==> src/rtl/core/jse_pkg.sv <==
package jse_pkg;

  // Longest expansion of one item: a flushed high surrogate (three bytes)
  // followed by a six-byte control escape.
  localparam int unsigned MaxBytes = 9;
  localparam int unsigned CountW   = 4;

  localparam logic [7:0] ChrBackslash = 8'h5c;
  localparam logic [7:0] ChrQuote     = 8'h22;
  localparam logic [7:0] ChrLowerB    = 8'h62;
  localparam logic [7:0] ChrLowerT    = 8'h74;
  localparam logic [7:0] ChrLowerN    = 8'h6e;
  localparam logic [7:0] ChrLowerF    = 8'h66;
  localparam logic [7:0] ChrLowerR    = 8'h72;
  localparam logic [7:0] ChrLowerU    = 8'h75;
  localparam logic [7:0] ChrZero      = 8'h30;
  localparam logic [7:0] ChrLowerA    = 8'h61;

  localparam logic [15:0] UnitBs  = 16'h0008;
  localparam logic [15:0] UnitTab = 16'h0009;
  localparam logic [15:0] UnitLf  = 16'h000a;
  localparam logic [15:0] UnitFf  = 16'h000c;
  localparam logic [15:0] UnitCr  = 16'h000d;
  localparam logic [15:0] UnitDq  = 16'h0022;
  localparam logic [15:0] UnitBsl = 16'h005c;

  // One queue entry: the bytes an item produces, how many, and whether the
  // item closed its string.
  typedef struct packed {
    logic [MaxBytes-1:0][7:0] bytes;
    logic [CountW-1:0]        count;
    logic                     last;
  } desc_t;

  // Lowercase hexadecimal digit for a nibble.
  function automatic logic [7:0] hex_digit(input logic [3:0] nib);
    logic [7:0] r;
    if (nib < 4'd10) begin
      r = ChrZero + {4'h0, nib};
    end else begin
      r = ChrLowerA + {4'h0, nib} - 8'd10;
    end
    return r;
  endfunction

endpackage

==> src/rtl/core/jse_front.sv <==
module jse_front (
  input  logic          clk_i,
  input  logic          rst_ni,
  input  logic          cfg_we_i,
  input  logic          cfg_wdata_i,
  input  logic          in_valid_i,
  input  logic [15:0]   in_unit_i,
  input  logic          in_last_i,
  input  logic          q_full_i,
  output logic          in_ready_o,
  output logic          push_o,
  output jse_pkg::desc_t push_desc_o
);

  logic       mode_q, mode_d;
  logic       pend_q, pend_d;
  logic [9:0] bits_q, bits_d;

  logic [15:0] ce;
  logic        is_low, is_high, pair, flush, hold, accept;
  logic [7:0]  esc_chr;
  logic [5:0][7:0] cur;
  logic [2:0]  cur_n;
  logic [20:0] cp;
  logic [7:0]  pre1;

  assign in_ready_o = !q_full_i;
  assign accept     = in_valid_i && !q_full_i;

  assign ce      = mode_q ? in_unit_i : {8'h00, in_unit_i[7:0]};
  assign is_low  = mode_q && (ce[15:10] == 6'b110111);
  assign is_high = ce[15:10] == 6'b110110;
  assign pair    = pend_q && is_low;
  assign flush   = pend_q && !is_low;
  assign cp      = {1'b0, bits_q, ce[9:0]} + 21'h10000;
  assign pre1    = {4'ha, bits_q[9:6]};

  always_comb begin
    unique case (ce)
      jse_pkg::UnitBs:  esc_chr = jse_pkg::ChrLowerB;
      jse_pkg::UnitTab: esc_chr = jse_pkg::ChrLowerT;
      jse_pkg::UnitLf:  esc_chr = jse_pkg::ChrLowerN;
      jse_pkg::UnitFf:  esc_chr = jse_pkg::ChrLowerF;
      jse_pkg::UnitCr:  esc_chr = jse_pkg::ChrLowerR;
      jse_pkg::UnitDq:  esc_chr = jse_pkg::ChrQuote;
      jse_pkg::UnitBsl: esc_chr = jse_pkg::ChrBackslash;
      default:          esc_chr = 8'h00;
    endcase
  end

  // Bytes of the current unit on its own.
  always_comb begin
    cur   = '0;
    cur_n = 3'd0;
    hold  = 1'b0;
    if (esc_chr != 8'h00) begin
      cur[0] = jse_pkg::ChrBackslash;
      cur[1] = esc_chr;
      cur_n  = 3'd2;
    end else if (ce < 16'h0020) begin
      cur[0] = jse_pkg::ChrBackslash;
      cur[1] = jse_pkg::ChrLowerU;
      cur[2] = jse_pkg::ChrZero;
      cur[3] = jse_pkg::ChrZero;
      cur[4] = jse_pkg::hex_digit(ce[7:4]);
      cur[5] = jse_pkg::hex_digit(ce[3:0]);
      cur_n  = 3'd6;
    end else if (!mode_q) begin
      cur[0] = ce[7:0];
      cur_n  = 3'd1;
    end else if (is_high && !in_last_i) begin
      hold = 1'b1;
    end else if (ce < 16'h0080) begin
      cur[0] = ce[7:0];
      cur_n  = 3'd1;
    end else if (ce < 16'h0800) begin
      cur[0] = {3'b110, ce[10:6]};
      cur[1] = {2'b10, ce[5:0]};
      cur_n  = 3'd2;
    end else begin
      cur[0] = {4'he, ce[15:12]};
      cur[1] = {2'b10, ce[11:6]};
      cur[2] = {2'b10, ce[5:0]};
      cur_n  = 3'd3;
    end
  end

  // Join the held surrogate, if any, with the current unit.
  always_comb begin
    push_desc_o      = '0;
    push_desc_o.last = in_last_i;
    if (pair) begin
      push_desc_o.bytes[0] = {5'b11110, cp[20:18]};
      push_desc_o.bytes[1] = {2'b10, cp[17:12]};
      push_desc_o.bytes[2] = {2'b10, cp[11:6]};
      push_desc_o.bytes[3] = {2'b10, cp[5:0]};
      push_desc_o.count    = jse_pkg::CountW'(4);
    end else if (flush) begin
      push_desc_o.bytes[0] = 8'hed;
      push_desc_o.bytes[1] = pre1;
      push_desc_o.bytes[2] = {2'b10, bits_q[5:0]};
      for (int i = 0; i < 6; i++) begin
        push_desc_o.bytes[i+3] = cur[i];
      end
      push_desc_o.count = jse_pkg::CountW'(cur_n) + jse_pkg::CountW'(3);
    end else begin
      for (int i = 0; i < 6; i++) begin
        push_desc_o.bytes[i] = cur[i];
      end
      push_desc_o.count = jse_pkg::CountW'(cur_n);
    end
  end

  assign push_o = accept && (push_desc_o.count != '0);

  always_comb begin
    mode_d = cfg_we_i ? cfg_wdata_i : mode_q;
    pend_d = pend_q;
    bits_d = bits_q;
    if (accept) begin
      pend_d = !pair && hold;
      bits_d = (!pair && hold) ? ce[9:0] : 10'h000;
    end
  end

  always_ff @(posedge clk_i or negedge rst_ni) begin
    if (!rst_ni) begin
      mode_q <= 1'b1;
      pend_q <= 1'b0;
      bits_q <= 10'h000;
    end else begin
      mode_q <= mode_d;
      pend_q <= pend_d;
      bits_q <= bits_d;
    end
  end

endmodule

==> src/rtl/core/jse_queue.sv <==
module jse_queue #(
  parameter int unsigned Depth = 2
) (
  input  logic           clk_i,
  input  logic           rst_ni,
  input  logic           push_i,
  input  jse_pkg::desc_t push_desc_i,
  input  logic           pop_i,
  output logic           full_o,
  output logic           valid_o,
  output jse_pkg::desc_t head_o
);

  localparam int unsigned PtrW = $clog2(Depth);
  localparam int unsigned CntW = $clog2(Depth + 1);

  jse_pkg::desc_t mem [Depth];

  logic [PtrW-1:0] wptr_q, wptr_d, rptr_q, rptr_d;
  logic [CntW-1:0] cnt_q, cnt_d;
  logic            do_pop;

  assign full_o  = cnt_q == CntW'(Depth);
  assign valid_o = cnt_q != '0;
  assign head_o  = mem[rptr_q];
  assign do_pop  = pop_i && valid_o;

  always_comb begin
    wptr_d = wptr_q;
    rptr_d = rptr_q;
    cnt_d  = cnt_q;
    if (push_i) begin
      wptr_d = (wptr_q == PtrW'(Depth - 1)) ? '0 : wptr_q + PtrW'(1);
    end
    if (do_pop) begin
      rptr_d = (rptr_q == PtrW'(Depth - 1)) ? '0 : rptr_q + PtrW'(1);
    end
    if (push_i && !do_pop) begin
      cnt_d = cnt_q + CntW'(1);
    end else if (do_pop && !push_i) begin
      cnt_d = cnt_q - CntW'(1);
    end
  end

  always_ff @(posedge clk_i) begin
    if (push_i) begin
      mem[wptr_q] <= push_desc_i;
    end
  end

  always_ff @(posedge clk_i or negedge rst_ni) begin
    if (!rst_ni) begin
      wptr_q <= '0;
      rptr_q <= '0;
      cnt_q  <= '0;
    end else begin
      wptr_q <= wptr_d;
      rptr_q <= rptr_d;
      cnt_q  <= cnt_d;
    end
  end

endmodule

==> src/rtl/core/jse_back.sv <==
module jse_back (
  input  logic           clk_i,
  input  logic           rst_ni,
  input  logic           valid_i,
  input  jse_pkg::desc_t head_i,
  output logic           pop_o,
  output logic           out_valid_o,
  input  logic           out_ready_i,
  output logic [7:0]     out_byte_o,
  output logic           out_run_last_o,
  output logic           out_str_end_o
);

  logic [jse_pkg::CountW-1:0] idx_q, idx_d;
  logic                       at_end, take;

  assign out_valid_o    = valid_i;
  assign out_byte_o     = head_i.bytes[idx_q];
  assign at_end         = idx_q == (head_i.count - jse_pkg::CountW'(1));
  assign out_run_last_o = at_end;
  assign out_str_end_o  = at_end && head_i.last;
  assign take           = valid_i && out_ready_i;
  assign pop_o          = take && at_end;

  always_comb begin
    idx_d = idx_q;
    if (pop_o) begin
      idx_d = '0;
    end else if (take) begin
      idx_d = idx_q + jse_pkg::CountW'(1);
    end
  end

  always_ff @(posedge clk_i or negedge rst_ni) begin
    if (!rst_ni) begin
      idx_q <= '0;
    end else begin
      idx_q <= idx_d;
    end
  end

endmodule

==> src/rtl/core/json_string_escape_utf8_core.sv <==
// An accepted item's bytes go into one queue entry and are offered once it heads the
// queue. Throughput: one item per cycle while each item yields at most one byte and
// the output does not stall; the byte-wide output port sends an item's N bytes singly.
// A held high surrogate takes an item and yields nothing until the next unit arrives.
// Reset (rst_ni low, asynchronous) empties the queue, drops any held surrogate and
// sets the mode register to UTF-16; no clearing pass is needed afterwards.
module json_string_escape_utf8_core #(
  parameter int unsigned QueueDepth = 2
) (
  input  logic        clk_i,
  input  logic        rst_ni,
  // Mode register: 1 for UTF-16 units, 0 for bytes.
  input  logic        cfg_we_i,
  input  logic        cfg_wdata_i,
  // Input items.
  input  logic        s_axis_tvalid,
  output logic        s_axis_tready,
  input  logic [15:0] s_axis_tdata,  // [15:0] code_unit
  input  logic        s_axis_tlast,  // last_unit
  // Output bytes.
  output logic        m_axis_tvalid,
  input  logic        m_axis_tready,
  output logic [7:0]  m_axis_tdata,  // [7:0] out_byte
  output logic        m_axis_tlast,  // string_end
  output logic        m_axis_tuser   // [0] run_last
);

  // The front end classifies each unit and builds the complete list of bytes
  // it produces, merging in a held high surrogate where one is pending. That
  // list goes into a short queue as one entry, so that the back end can drain
  // a long escape byte by byte while the front end keeps taking units.
  logic           push, q_full, q_valid, pop;
  jse_pkg::desc_t push_desc, head;

  jse_front u_front (
    .clk_i       (clk_i),
    .rst_ni      (rst_ni),
    .cfg_we_i    (cfg_we_i),
    .cfg_wdata_i (cfg_wdata_i),
    .in_valid_i  (s_axis_tvalid),
    .in_unit_i   (s_axis_tdata),
    .in_last_i   (s_axis_tlast),
    .q_full_i    (q_full),
    .in_ready_o  (s_axis_tready),
    .push_o      (push),
    .push_desc_o (push_desc)
  );

  // The queue entries are registers, which part the input and output sides.
  jse_queue #(
    .Depth (QueueDepth)
  ) u_queue (
    .clk_i       (clk_i),
    .rst_ni      (rst_ni),
    .push_i      (push),
    .push_desc_i (push_desc),
    .pop_i       (pop),
    .full_o      (q_full),
    .valid_o     (q_valid),
    .head_o      (head)
  );

  // The back end walks through the head entry one byte per accepted output
  // item and retires the entry on its final byte.
  jse_back u_back (
    .clk_i          (clk_i),
    .rst_ni         (rst_ni),
    .valid_i        (q_valid),
    .head_i         (head),
    .pop_o          (pop),
    .out_valid_o    (m_axis_tvalid),
    .out_ready_i    (m_axis_tready),
    .out_byte_o     (m_axis_tdata),
    .out_run_last_o (m_axis_tuser),
    .out_str_end_o  (m_axis_tlast)
  );

endmodule

==> config.mk <==
export PLATFORM = sky130hd
export DESIGN_NAME = json_string_escape_utf8_core
export DESIGN_NICKNAME = d
export VERILOG_FILES = /design/src/rtl/core/jse_pkg.sv /design/src/rtl/core/jse_front.sv /design/src/rtl/core/jse_queue.sv /design/src/rtl/core/jse_back.sv /design/src/rtl/core/json_string_escape_utf8_core.sv
export SDC_FILE = /design/constraint.sdc
export NUM_CORES = 1
export LEC_CHECK = 0
export BUFFER_PORTS_ARGS = -buffer_cell sky130_fd_sc_hd__buf_2
export CAP_MARGIN = 30
export CORE_MARGIN = 4
export CORE_UTILIZATION = 50
export DETAILED_ROUTE_END_ITERATION = 10
export GPL_ROUTABILITY_DRIVEN = 0
export PLACE_DENSITY = 0.66
export SYNTH_ARGS = -nofsm -noshare
export SYNTH_HDL_FRONTEND = slang
export SYNTH_SLANG_ARGS = --single-unit
==> constraint.sdc <==
create_clock -name clk_i -period 8.3 [get_ports clk_i]
set_clock_uncertainty 0.15 [all_clocks]
set_input_delay 1.245 -clock clk_i [delete_from_list [all_inputs] [get_ports clk_i]]
set_output_delay 1.245 -clock clk_i [all_outputs]
set_load 0.01 [all_outputs]
* After elaboration in Yosys (flattened, before gate mapping)
Memory sizes are Yosys's and may differ from the RTL's.
Index checks and enable logic that the tools add are counted.
** Word-level totals
- Input port bits :: 23
- Memories :: 1
- Memory bits (writable) :: 154
- Logic and storage cells :: 111
- Flip-flop bits (word level) :: 20
** Cells by class
- Multiplexer cells :: 48
- Reductions and logical operators :: 24
- Equality and inequality tests :: 11
- Magnitude comparators :: 6
- Add/subtract/negate cells :: 14
** Memories
- u_queue.mem :: words 2, bits a word 77, rd ports 1, clocked after memory_dff 0, wr ports 1, line jse_queue.sv:17 : jse_pkg::desc_t mem [Depth];
** Operators with widths (number)
- $mux W24 :: 7
- $mux W16 :: 9
- $eq A16 B4 Y1 const B :: 5
- $mux W52 :: 1
- $pmux W7 S7 :: 1
- $mux W8 :: 6
- $mux W40 :: 1
- $mux W36 :: 1
- $bmux W8 S4 :: 1
- $mux W32 :: 1
- $add A20 B17 Y21 const B :: 1
- $add A7 B4 Y8 const A :: 2
- $eq A16 B6 Y1 const B :: 1
- $eq A16 B7 Y1 const B :: 1
- $lt A16 B12 Y1 const B :: 1
- $lt A16 B6 Y1 const B :: 1
- $lt A16 B8 Y1 const B :: 1
- $sub A8 B4 Y8 const B :: 2
- $mux W3 :: 5
- $add A6 B4 Y7 const A :: 2
- $mux W14 :: 1
- $logic_and A1 B1 Y1 :: 13
- $eq A6 B6 Y1 const B :: 2
- $mux W10 :: 1
- 17 further kinds :: 36

* Depth between registers and ports, before layout
Gate-level depths: netlist of the first run.
- Word-level depth :: 24
- Depth in mapped cells :: 17
- Depth with buffers taken out :: 15

* Cells and area by module
A second synthesis of the first run with hierarchy kept.
** Unflattened totals
- Cell total of the unflattened synthesis :: 698
- Area total of the unflattened synthesis :: 9022.4 sq um
** Modules (own cells, without submodules)
- jse_queue :: cells an instance 256, area an instance 5825.6 sq um, instances 1
- jse_front :: cells an instance 339, area an instance 2233.4 sq um, instances 1
- jse_back :: cells an instance 103, area an instance 963.4 sq um, instances 1

* Worst setup path before layout of the first run
OpenSTA, ideal clock, no wires.
- Kind :: input port to flip-flop
- Start point :: in s_axis_tdata[1]
- End point :: mem u_queue.mem[0][0] (netlist name) (enable)
- Stages on the path :: 12
- Data required time :: 7.652 ns
- Setup time :: 0.498 ns
- Data arrival time :: 6.472 ns
- Setup slack :: 1.179 ns
- Buffers on the path :: 1
- Cell sequence :: clkbuf_1 > inv_1 > ha_1 > o31ai_1 > a41oi_4 > nor2_1 > inv_1 > ha_1 > nand2_1 > o32ai_2 > a41oi_4 > nor2b_1
** On the way
- Longest elaborated chain between the ends :: 15
- Elaborated cells between the ends (all ways) :: 26
** RTL lines
- from (decl) :: line json_string_escape_utf8_core.sv:18 : input logic [15:0] s_axis_tdata,
- $mux W16 (*) :: line jse_front.sv:30 : assign ce = mode_q ? in_unit_i : {8'h00, in_unit_i[7:0]};
- $lt A16 B12 Y1 :: line jse_front.sv:76 : end else if (ce < 16'h0800) begin
- $mux W1 :: line jse_front.sv:76
- $mux W3 :: line jse_front.sv:73 : end else if (ce < 16'h0080) begin
- $mux W3 :: line jse_front.sv:71 : end else if (is_high && !in_last_i) begin
- $mux W3 :: line jse_front.sv:68 : end else if (!mode_q) begin
- $mux W3 :: line jse_front.sv:60 : end else if (ce < 16'h0020) begin
- $mux W3 (*) :: line jse_front.sv:56 : if (esc_chr != 8'h00) begin
- $add A3 B2 Y4 :: line jse_front.sv:105 : push_desc_o.count = jse_pkg::CountW'(cur_n) + jse_pkg::CountW'(3);
- $mux W52 (*) :: line jse_front.sv:98 : end else if (flush) begin
- $mux W36 (*) :: line jse_front.sv:92 : if (pair) begin
- $reduce_bool A4 Y1 (*) :: line jse_front.sv:114 : assign push_o = accept && (push_desc_o.count != '0);
- $logic_and A1 B1 Y1 (*) :: line jse_front.sv:114
- named net push :: line json_string_escape_utf8_core.sv:32 : logic push, q_full, q_valid, pop;
- $mux W1 (*) :: line jse_queue.sv:46 : if (push_i) begin
- $mux W1 (implied by the code) (*) :: line jse_queue.sv:47 : mem[wptr_q] <= push_desc_i;
- to (decl) :: line jse_queue.sv:17
Mark *: on every way through the listed nets, which the timed path passes. The rest lies on a longest branch.

* Worst setup path in the final report of the first run
- Start point :: in s_axis_tdata[1]
- End point :: mem u_queue.mem[0][14] (netlist name) (enable)
The elaborated chain is that of the path after synthesis.

==> results of run 1 <==
## power groups by stage
stage               Sequential, mW  Clock [mW]  Combinational [mW]
finish                        1.13       0.754               0.786
global route                  1.15       0.801               0.861
CTS                           1.13       0.764               0.803
detailed placement            1.15           0               0.800
global placement              1.14           0               0.791
floorplan                     1.09           0               0.612
## cells in the mapped netlist (7+ instances only)
library cell  number
o31ai_1            8
o21ai_0           38
clkbuf_1          24
xnor2_1            8
buf_2              7
nand2_1           58
edfxtp_1         132
nand2b_1           7
nor3_1             7
mux2_2             7
nand3_1            9
ha_1              12
mux4_2            25
o22ai_1            8
nor2_1            29
inv_1             14
dfrtp_1           19
a21oi_1           23
or3_1              7
mux2i_1           30
## metrics by stage
stage               utilization  hold WS (ps)  cells  power [mW]  instance area [um^2]
floorplan                     -           305    578        1.71                  7560
detailed placement        0.538           330    768        1.95                  7880
global placement          0.538           326    768        1.93                  7880
finish                    0.578           340    800        2.67                  8460
CTS                       0.578           341    800        2.70                  8460
global route              0.578           368    800        2.81                  8460
## routing by layer
layer / global-route usage / share of wire / vias up
met3: 0.0541 / 0.071 / 34
met4: 0.0853 / 0.027 / 0
met1: 0.318 / 0.45 / 2434
li1: - / - / 2249
met5: 0 / 0 / -
met2: 0.317 / 0.45 / 229
## logic make-up after synthesis
group	count (synthesis)
AOI/OAI and AO/OA	131
xor gates and xnor gates	14
buffers and inverters	50
muxes	62
and+or+nand+nor	149
DFF	152
adders and majority gates	12
other	1
## sequential cells by signal (all words and copies together), names as in the netlist
name	count
u_queue.mem	132
u_front.bits_q	10
u_back.idx_q	4
u_queue.cnt_q	2
u_front.mode_q	1
u_front.pend_q	1
u_queue.rptr_q	1
u_queue.wptr_q	1
## cell usage in the layout, fill, tap and decap left out, types with 8 or more instances in the layout
master / synthesis / layout
a21oi_1: 23 / 23
inv_1: 14 / 14
buf_2: 7 / 34
dfrtp_1: 19 / 18
o21ai_0: 38 / 38
nor2_1: 29 / 29
ha_1: 12 / 12
mux4_2: 25 / 25
edfxtp_1: 132 / 132
conb_1: 1 / 8
o31ai_1: 8 / 8
xnor2_1: 8 / 8
mux2i_1: 30 / 30
nand3_1: 9 / 9
clkbuf_16: 0 / 17
o22ai_1: 8 / 8
nand2_1: 58 / 58
## worst max path at each step
stage               depth (start not counted)            endpoint  slack (ps)
floorplan                                  12   u_queue.mem[0][0]        1180
global placement                           14   u_queue.mem[0][7]        3100
detailed placement                         14  u_queue.mem[0][24]        2960
CTS                                        13  u_queue.mem[0][14]        3380
global route                               13  u_queue.mem[0][16]        3050
finish                                     13  u_queue.mem[0][14]        3340
## final cells by class
type / count / share of cell area
flip-flops and latches: 152 / 0.528
clock buffers: 25 / 0.0586
well taps: 184 / 0.0272
inverters: 15 / 0.00665
repair buffers: 41 / 0.0263
clock inverters: 7 / 0.0108
multi-input cells: 376 / 0.343
==> qor.txt, run 1 <==
Post-Synth Simple-Gate Area -> 0.0977
die span in y -> 131 um
cts-stage hold buffer count -> 0
Critical-path top delay cell -> buf_4
Top Ports -> 35
via count -> 4946
DP HPWL -> 12100 um
setup ws final -> 3340 ps
core area -> 14600 um^2
Min Clock Period, post-route -> 4960 ps
Die Width -> 131 um
clock tree root driver cell -> clkbuf_16
Critical Path Source -> s_axis_tdata[1]
mux share of post-synthesis cell area -> 0.125
HP Start -> u_queue.cnt_q[1]
worst hold path type -> flip-flop to flip-flop
FF-to-FF path depth -> 11
worst r2r dst -> u_queue.mem[0][14]
Post-Syn Area per Cell -> 13.2 um^2
largest area contributor in the netlist -> edfxtp_1
PortBufs -> 34
crit-path cells -> buf_2 > inv_1 > ha_1 > o31ai_1 > a41oi_4 > nor2_1 > inv_1 > ha_1 > nand2_1 > o32ai_2 > a41oi_4 > nor2b_4 > buf_4
Net Sw Power -> 810 uW
worst hold path depth -> 1
Row Count -> 44
antenna violations before repair -> 0
GRT Total Usage -> 0.218
Peak supply drop -> 230 uV
area delta synth->final -> 12.3%
Synth async-reset ratio -> 0.132
adder-cell share of the synthesized area -> 0.0199
TNS Setup -> 0 ps
Wirelength per Cell -> 21.8 um
Reg power frac -> 0.422
clock network power share -> 0.283
largest stage delay on the critical path -> 670 ps
pre-CTS setup slack -> 2960 ps
Iter 0 DRT Violations -> 554
max_slew headroom -> 0.409
# clock sinks -> 152
Post-synth EDFFs -> 132
critical path type -> input port to flip-flop
CP arrival -> 4850 ps
fill cell count -> 1198
Initial Util -> 0.514
Min-Delay Endpoint -> u_queue.cnt_q[1]
crit path capture type -> flip-flop
combinational share of power -> 0.295
Max Cap Viol -> 0
Worst Path Max Fanout -> 59
insertion delay to the later sink of the worst-skew pair -> 420 ps
Yosys reg bits -> 152
main flop type after synthesis -> edfxtp_1
Leakage Power -> 3.08 nW
worst path bufs/invs -> 4
RSZ-0062 raised after global routing -> false
register area -> 4470 um^2
drt pass-1 iters -> 5
Pint -> 1.86 mW
final wirelength -> 17500 um
minimum setup slack among reg-to-reg paths -> 3880 ps
FF-to-FF Start -> u_front.mode_q
Setup Viol. Count Final -> 0
Max Clk Rate -> 201 MHz
global-route wire length before repair -> 27300 um
Seq/Total Area, Yosys -> 0.593
worst slew pin tran -> 886 ps
Startpoint Class -> input port
status -> completed
grt total ovfl -> 0
clk slew on worst S/H paths -> 60 ps
cts bufs inserted -> 17
Mapped Cells -> 571
final hold viol count -> 0
ANT nets after route -> 0
synthesized area -> 7530 um^2
synth top area cells -> edfxtp_1 53%, mux4_2 7.5%, dfrtp_1 6.3%
number of global-route vias before repair -> 4890
Longest Clk Path Bufs -> 2
multi-input logic area -> 2900 um^2
Post CTS Setup Buffer Count -> 0
post-synthesis xor/xnor area fraction -> 0.0163
Worst EP required -> 8190 ps
delay-heaviest family, CP -> compound AO/OA/AOI/OAI gates
DRC viols -> 0
pwr/cell area -> 315 nW/um^2
switch share -> 0.304
Synth top area share -> 0.526
final count of pins violating max slew -> 0
Post-CTS Resized -> 0
Via density -> 6.18
largest family of logic cells by synthesized area -> multiplexers
layout cells sized above 1 -> 0.200
Die Footprint -> 17100 um^2
synth warn -> 0
Unique masters post-synth -> 70
H-tree levels -> 4
largest net degree at the start of global routing -> 67
Final Cycle Share -> 0.598
diodes inserted -> 0
Synth Area in Compound Gates -> 0.121
CTS tree -> built
Final #Nets -> 638
Note: power is estimated with default switching activity, not from simulation.
==> run 2, diff against run 1 <==
--- a/config.mk
+++ b/config.mk
@@ -5,13 +5,14 @@
 export SDC_FILE = /design/constraint.sdc
 export NUM_CORES = 1
 export LEC_CHECK = 0
+export ABC_AREA = 1
 export BUFFER_PORTS_ARGS = -buffer_cell sky130_fd_sc_hd__buf_2
 export CAP_MARGIN = 30
 export CORE_MARGIN = 4
 export CORE_UTILIZATION = 50
 export DETAILED_ROUTE_END_ITERATION = 10
 export GPL_ROUTABILITY_DRIVEN = 0
-export PLACE_DENSITY = 0.66
+export PLACE_DENSITY = 0.69
 export SYNTH_ARGS = -nofsm -noshare
 export SYNTH_HDL_FRONTEND = slang
 export SYNTH_SLANG_ARGS = --single-unit
==> constraint.sdc (replaced) <==
create_clock -name clk_i -period 4.2 [get_ports clk_i]
set_clock_uncertainty 0.15 [all_clocks]
set_input_delay 0.63 -clock clk_i [delete_from_list [all_inputs] [get_ports clk_i]]
set_output_delay 0.63 -clock clk_i [all_outputs]
set_load 0.01 [all_outputs]
==> qor.txt, run 2 <==
minimum setup slack among reg-to-reg paths -> 380 ps (was 3880 ps)
Setup crit end -> u_queue.mem[0][44] (was u_queue.mem[0][14])
final hold viol count -> 0 (unchanged)
Wirelength per Cell -> 20.5 um (was 21.8 um)
core area -> 14700 um^2 (was 14600 um^2)
Die Width -> 131 um (about the same)
Post-synth EDFFs -> 132 (unchanged)
Row Count -> 44 (unchanged)
GRT Total Usage -> 0.237 (was 0.218)
H-tree levels -> 4 (unchanged)
Finished Core Util -> 0.591 (was 0.578)
final count of pins violating max slew -> 0 (unchanged)
synth warn -> 0 (unchanged)
Post-CTS Resized -> 0 (unchanged)
Seq/Total Area, Yosys -> 0.587 (was 0.593)
Max Cap Viol -> 0 (unchanged)
Reg with most FFs -> u_queue.mem (unchanged)
Synth top area share -> 0.521 (was 0.526)
Max Clk Rate -> 262 MHz
antenna violations before repair -> 0 (unchanged)
FF-to-FF path depth -> 17 (was 11)
number of global-route vias before repair -> 5801 (was 4890)
Synth async-reset ratio -> 0.132 (unchanged)
grt total ovfl -> 0 (unchanged)
max_slew headroom -> 0.484 (was 0.409)
synthesized area -> 7610 um^2 (was 7530 um^2)
critical path type -> flip-flop to flip-flop (was input port to flip-flop)
most frequent cells in the layout -> 132 x edfxtp_1, 121 x nand2_1, 93 x nor2_1 (was 132 x edfxtp_1, 58 x nand2_1, 38 x o21ai_0)
diodes inserted -> 0 (unchanged)
Worst EP required -> 4170 ps (was 8190 ps)
Via density -> 6.11 (was 6.18)
cts-stage hold buffer count -> 0 (unchanged)
Iter 0 DRT Violations -> 848 (was 554)
cts bufs inserted -> 17 (unchanged)
FF-to-FF Start -> u_front.mode_q (unchanged)
drt pass-1 iters -> 5 (unchanged)
fill cell count -> 1210 (was 1198)
largest area contributor in the netlist -> edfxtp_1 (unchanged)
CP arrival -> 3790 ps (was 4850 ps)
synth top area cells -> edfxtp_1 52%, dfrtp_1 6.2%, nand2_1 6.0% (was edfxtp_1 53%, mux4_2 7.5%, dfrtp_1 6.3%)
Yosys reg bits -> 152 (unchanged)
clock tree root driver cell -> clkbuf_16 (unchanged)
Post-Place Cell Area -> 8080 um^2 (was 7880 um^2)
main flop type after synthesis -> edfxtp_1 (unchanged)
insertion delay to the later sink of the worst-skew pair -> 420 ps (about the same)
worst hold path type -> input port to asynchronous set/reset pin (was flip-flop to flip-flop)
Min Clock Period, post-route -> 3820 ps
Die Footprint -> 17300 um^2 (was 17100 um^2)
Longest Clk Path Bufs -> 2 (unchanged)
TNS Setup -> 0 ps (unchanged)
final instance area -> 8680 um^2 (was 8460 um^2)
Peak supply drop -> 336 uV (was 230 uV)
RSZ-0062 raised after global routing -> false (unchanged)
crit path capture type -> flip-flop (unchanged)
Startpoint Class -> flip-flop (was input port)
global-route wire length before repair -> 31900 um (was 27300 um)
die span in y -> 131 um (about the same)
Final Cycle Share -> 0.909
final wirelength -> 20300 um (was 17500 um)
Top Ports -> 35 (unchanged)
# clock sinks -> 152 (unchanged)
area delta synth->final -> 14.1% (was 12.3%)
Mapped Cells -> 749 (was 571)
Leakage Power -> 3.45 nW (was 3.08 nW)
Commonest cells post-synth -> 132 x edfxtp_1, 121 x nand2_1, 94 x nor2_1 (was 132 x edfxtp_1, 58 x nand2_1, 38 x o21ai_0)
Critical Path Source -> u_front.mode_q (was s_axis_tdata[1])
Final #Nets -> 827 (was 638)
ANT nets after route -> 0 (unchanged)
Unique masters post-synth -> 48 (was 70)
status -> completed (unchanged)
DP HPWL -> 13900 um (was 12100 um)
most frequent cell after synthesis -> edfxtp_1 (unchanged)
Setup Viol. Count Final -> 0 (unchanged)
hold_ws -> 37.0 ps (was 340 ps)
max FFs per register -> 132 (unchanged)
setup ws final -> 384 ps (was 3340 ps)
multi-input logic area -> 2810 um^2 (was 2900 um^2)
pre-CTS setup slack -> 277 ps (was 2960 ps)
pwr/cell area -> 638 nW/um^2 (was 315 nW/um^2)
Initial Util -> 0.518 (was 0.514)
Post-Syn Area per Cell -> 10.2 um^2 (was 13.2 um^2)
Top Registers -> u_queue.mem (132), u_front.bits_q (10), u_back.idx_q (4) (unchanged)
clk slew on worst S/H paths -> 60 ps (about the same)
largest net degree at the start of global routing -> 67 (unchanged)
PortBufs -> 34 (unchanged)
Post CTS Setup Buffer Count -> 0 (unchanged)
worst r2r dst -> u_queue.mem[0][44] (was u_queue.mem[0][14])
CTS tree -> built (unchanged)
DRC viols -> 0 (unchanged)
worst slew pin tran -> 772 ps (was 886 ps)
Worst Path Max Fanout -> 23 (was 59)
layout cells sized above 1 -> 0.157 (was 0.200)
via count -> 6041 (was 4946)
commonest non-fill, non-tap cell in the layout -> edfxtp_1 (unchanged)
register area -> 4470 um^2 (unchanged)
==> run 2: changes by cell type after synthesis, sizes merged, moves of 7 or more <==
cell    before  now
nand2       59  136
o22ai        8   45
mux4        25    0
mux2         7    0
o221ai       0    8
nor2        30  106
nand3       10   40
inv         15   62
o31ai       10    0
o21ai       45   82
mux2i       30   11
or3          7    0
nand2b       7    0
==> run 2: final cells by class <==
class                   count  area share
clock buffers              18      0.0494
clock inverters            14      0.0200
inverters                  63      0.0277
multi-input cells         509       0.324
flip-flops and latches    152       0.514
well taps                 184      0.0265
repair buffers             49      0.0383
==> run 2: logic make-up after synthesis <==
group / after synthesis / synth area share
adders and majority gates: 12 / 0.0197
DFF: 152 / 0.587
AOI/OAI and AO/OA: 177 / 0.138
buffers and inverters: 95 / 0.0487
xor gates and xnor gates: 10 / 0.0115
and+or+nand+nor: 291 / 0.181
muxes: 11 / 0.0145
other: 1 / 0.000493
==> run 2: layer usage <==
| layer | global-route usage | up-vias | wire length [um] |
|---|---|---|---|
| met5 | 0 | - | 0 |
| met4 | 0.0858 | 0 | 478 |
| li1 | - | 2729 | - |
| met1 | 0.318 | 2903 | 8320 |
| met2 | 0.384 | 360 | 9710 |
| met3 | 0.0489 | 49 | 1760 |
==> run 2: critical path, cell delays in order, from the launching register on <==
cell and delay, ps:
dfstp_2 740, nand2_1 240, nand2_4 160, nor2_8 80
nand2_4 100, inv_2 50, o21ai_0 70, nand2_1 110
nor2_2 160, nand3_1 150, ha_1 290, or2_2 300
nand2_2 100, nor2_2 40, nand2_2 60, nand3_1 130
clkinvlp_4 340, buf_12 230
==> run 2: power breakdown <==
group	internal (mW)	leakage, nW	switching (mW)	total [mW]
Combinational	0.597	1.67	1.23	1.83
Clock	0.937	0.272	0.608	1.55
Sequential	2.03	1.50	0.129	2.16
Total	3.57	3.45	1.97	5.54
==> run 2: through the flow <==
step	instances	power, mW
floorplan	756	3.37
global placement	957	3.94
detailed placement	957	4.00
CTS	989	5.55
global route	989	5.84
finish	989	5.54
==> run 2: worst min path at each step <==
stage	to	cells past startpoint	from
after floorplan	u_back.idx_q[0]	0	rst_ni
after global placement	u_queue.wptr_q	2	u_queue.wptr_q
after detailed placement	u_queue.wptr_q	2	u_queue.wptr_q
after CTS	u_back.idx_q[0]	1	rst_ni
after global routing	u_back.idx_q[2]	1	rst_ni
final	u_back.idx_q[0]	1	rst_ni
==> run 3, diff against run 2 <==
--- a/config.mk
+++ b/config.mk
@@ -12,7 +12,8 @@
 export CORE_UTILIZATION = 50
 export DETAILED_ROUTE_END_ITERATION = 10
 export GPL_ROUTABILITY_DRIVEN = 0
-export PLACE_DENSITY = 0.69
+export PLACE_DENSITY = 0.68
 export SYNTH_ARGS = -nofsm -noshare
 export SYNTH_HDL_FRONTEND = slang
+export SYNTH_HIERARCHICAL = 1
 export SYNTH_SLANG_ARGS = --single-unit
==> qor.txt, run 3 <==
final count of pins violating max slew -> 0 (unchanged)
cts-stage hold buffer count -> 0 (unchanged)
critical path type -> flip-flop to flip-flop (unchanged)
Top Ports -> 35 (unchanged)
Peak supply drop -> 343 uV (was 336 uV)
die span in y -> 143 um (was 131 um)
ANT nets after route -> 0 (unchanged)
largest stage delay on the critical path -> 680 ps (was 740 ps)
Finished Layout Cells -> 1233 (was 989)
RSZ-0062 raised after global routing -> false (unchanged)
drt pass-1 iters -> 5 (unchanged)
Max Clk Rate -> 269 MHz (was 262 MHz)
worst hold path type -> input port to asynchronous set/reset pin (unchanged)
Synth top area share -> 0.506 (was 0.521)
Initial Util -> 0.508 (was 0.518)
Inst Count DP -> 1202 (was 957)
routed wl met2 -> 10600 um (was 9710 um)
DP HPWL -> 15400 um (was 13900 um)
global-route wire length before repair -> 34700 um (was 31900 um)
final instance area -> 9940 um^2 (was 8680 um^2)
Commonest cells post-synth -> 335 x nand2_1, 154 x edfxtp_1, 101 x nor2_1 (was 132 x edfxtp_1, 121 x nand2_1, 94 x nor2_1)
Post-Place Cell Area -> 9440 um^2 (was 8080 um^2)
commonest non-fill, non-tap cell in the layout -> nand2_1 (was edfxtp_1)
post-synthesis xor/xnor area fraction -> 0.00945 (was 0.0115)
Seq/Total Area, Yosys -> 0.561 (was 0.587)
Reg with most FFs -> u_queue/mem (was u_queue.mem)
Setup Viol. Count Final -> 0 (unchanged)
PortBufs -> 34 (unchanged)
diodes inserted -> 0 (unchanged)
Row Count -> 49 (was 44)
Max Used Layer -> met4 (unchanged)
Final #Nets -> 1027 (was 827)
total power -> 6.01 mW (was 5.54 mW)
final wirelength -> 22100 um (was 20300 um)
synth top area cells -> edfxtp_1 51%, nand2_1 14%, dfrtp_1 5.2% (was edfxtp_1 52%, dfrtp_1 6.2%, nand2_1 6.0%)
crit path capture type -> flip-flop (unchanged)
clock tree root driver cell -> clkbuf_16 (unchanged)
Post-CTS Resized -> 0 (unchanged)
FF-to-FF path depth -> 17 (unchanged)
Longest Clk Path Bufs -> 2 (unchanged)
Max Cap Viol -> 0 (unchanged)
layout cells sized above 1 -> 0.147 (was 0.157)
Die Width -> 143 um (was 131 um)
insertion delay to the later sink of the worst-skew pair -> 430 ps (was 420 ps)
most frequent cells in the layout -> 333 x nand2_1, 154 x edfxtp_1, 99 x nor2_1 (was 132 x edfxtp_1, 121 x nand2_1, 93 x nor2_1)
Routed met3 length -> 1390 um (was 1760 um)
Synth async-reset ratio -> 0.115 (was 0.132)
Min Clock Period, post-route -> 3710 ps (was 3820 ps)
Unique masters post-synth -> 47 (was 48)
Final Cycle Share -> 0.884 (was 0.909)
Via density -> 5.45 (was 6.11)
mux share of post-synthesis cell area -> 0 (was 0.0145)
largest family of logic cells by synthesized area -> simple AND/OR/NAND/NOR gates (unchanged)
crit-path cells -> nand2_1 > nand2_4 > nor2_8 > nand2_4 > inv_4 > o21ai_1 > nand2_1 > nor2_4 > nand3_2 > ha_4 > or2_4 > nand2_2 > nor2_1 > a21oi_2 > nand2_1 > clkinvlp_4 > buf_4 (was nand2_1 > nand2_4 > nor2_8 > nand2_4 > inv_2 > o21ai_0 > nand2_1 > nor2_2 > nand3_1 > ha_1 > or2_2 > nand2_2 > nor2_2 > nand2_2 > nand3_1 > clkinvlp_4 > buf_12)
pwr/cell area -> 604 nW/um^2 (was 638 nW/um^2)
Startpoint Class -> flip-flop (unchanged)
worst slew pin tran -> 758 ps (was 772 ps)
# clock sinks -> 174 (was 152)
CP most frequent cell -> nand2_1
H-tree levels -> 4 (unchanged)
max FFs per register -> 154 (was 132)
number of global-route vias before repair -> 6352 (was 5801)
Post-Synth Simple-Gate Area -> 0.253 (was 0.181)
Die Footprint -> 20500 um^2 (was 17300 um^2)
Top Registers -> u_queue/mem (154), u_front/bits_q (10), u_back/idx_q (4) (was u_queue.mem (132), u_front.bits_q (10), u_back.idx_q (4))
met1 wire length -> 9460 um (was 8320 um)
TNS Setup -> 0 ps (unchanged)
area delta synth->final -> 8.91% (was 14.1%)
grt total ovfl -> 0 (unchanged)
GRT Total Usage -> 0.224 (was 0.237)
largest area contributor in the netlist -> edfxtp_1 (unchanged)
adder-cell share of the synthesized area -> 0.0164 (was 0.0197)
synth warn -> 6 (was 0)
final hold viol count -> 0 (unchanged)
Wirelength per Cell -> 17.9 um (was 20.5 um)
cts bufs inserted -> 17 (unchanged)
core area -> 18000 um^2 (was 14700 um^2)
via count -> 6718 (was 6041)
max_slew headroom -> 0.495 (was 0.484)
Mapped Cells -> 971 (was 749)
CP arrival -> 3650 ps (was 3790 ps)
antenna violations before repair -> 0 (unchanged)
Worst EP required -> 4130 ps (was 4170 ps)
Critical-path top delay cell -> dfstp_2 (unchanged)
largest net degree at the start of global routing -> 49 (was 67)
most frequent cell after synthesis -> nand2_1 (was edfxtp_1)
Post-Syn Area per Cell -> 9.40 um^2 (was 10.2 um^2)
Iter 0 DRT Violations -> 713 (was 848)
main flop type after synthesis -> edfxtp_1 (unchanged)
CTS tree -> built (unchanged)
DRC viols -> 0 (unchanged)
Worst Path Max Fanout -> 29 (was 23)
Post-synth EDFFs -> 154 (was 132)
Synth Area in Compound Gates -> 0.0844 (was 0.138)
Post CTS Setup Buffer Count -> 0 (unchanged)
clk slew on worst S/H paths -> 60 ps (about the same)
Finished Core Util -> 0.554 (was 0.591)
synthesized area -> 9130 um^2 (was 7610 um^2)
status -> completed (unchanged)
Leakage Power -> 4.18 nW (was 3.45 nW)
Yosys reg bits -> 174 (was 152)
==> run 3: changes by cell type after synthesis, sizes merged, moves of 11 or more <==
cell / delta
mux2i: -11
nand2: +213
edfxtp: +22
buf: +44
nand3: +12
o22ai: -17
clkbuf: -20
o21ai: -25
==> run 3: kinds of logic after synthesis <==
kind of cell | count (synthesis)
AO/OA/AOI/OAI | 129
XOR/XNOR | 9
adder cells (fa/ha/maj) | 12
buffers and inverters | 123
flip-flops | 174
other | 1
AND/OR/NAND/NOR | 523
==> run 3: final timing paths <==
kind                                  start                  to  slack, ps
setup reg to reg             u_front/mode_q  u_queue/mem[1][70]        490
max in group asynchronous            rst_ni      u_queue/rptr_q       3450
hold reg to reg            u_queue/cnt_q[1]    u_queue/cnt_q[1]        340
hold / removal                       rst_ni   u_front/bits_q[2]         30
setup / recovery             u_front/mode_q  u_queue/mem[1][70]        490
min in group clk_i                 cfg_we_i      u_front/mode_q        240
==> run 3: metal layers <==
metal	GRT usage	up-vias
li1	-	3250
met1	0.301	3159
met2	0.361	259
met3	0.0462	50
met4	0.0860	0
met5	0	-
==> run 3: power by group <==
part / leakage, nW / internal (mW) / switching [mW]
combinational: 2.22 / 0.651 / 1.44
sequential: 1.71 / 2.32 / 0.225
clock: 0.249 / 0.746 / 0.617
==> run 3: worst max-delay path: cells and delay by family (launching register included) <==
kind | cells | cell delay (ps)
AOI/OAI and AO/OA | 2 | 330
adders and majority gates | 1 | 220
buffers and inverters | 3 | 520
DFF | 1 | 680
and+or+nand+nor | 11 | 1440
==> run 3: stage by stage <==
step           worst slack [ps]  hold WS, ps
3_5_place_dp                304          318
3_3_place_gp                391          309
6_report                    487         34.9
2_1_floorplan              11.5          184
4_1_cts                     522         42.7
5_1_grt                     298         61.4
==> run 3: cell type report <==
class | instances | area [um^2]
fill | 1590 | 8020
sequential | 174 | 5130
multi-input combinational | 686 | 3460
clock buffer | 20 | 437
timing repair buffer | 46 | 298
tap | 229 | 287
inverter | 67 | 270
clock inverter | 11 | 70.1
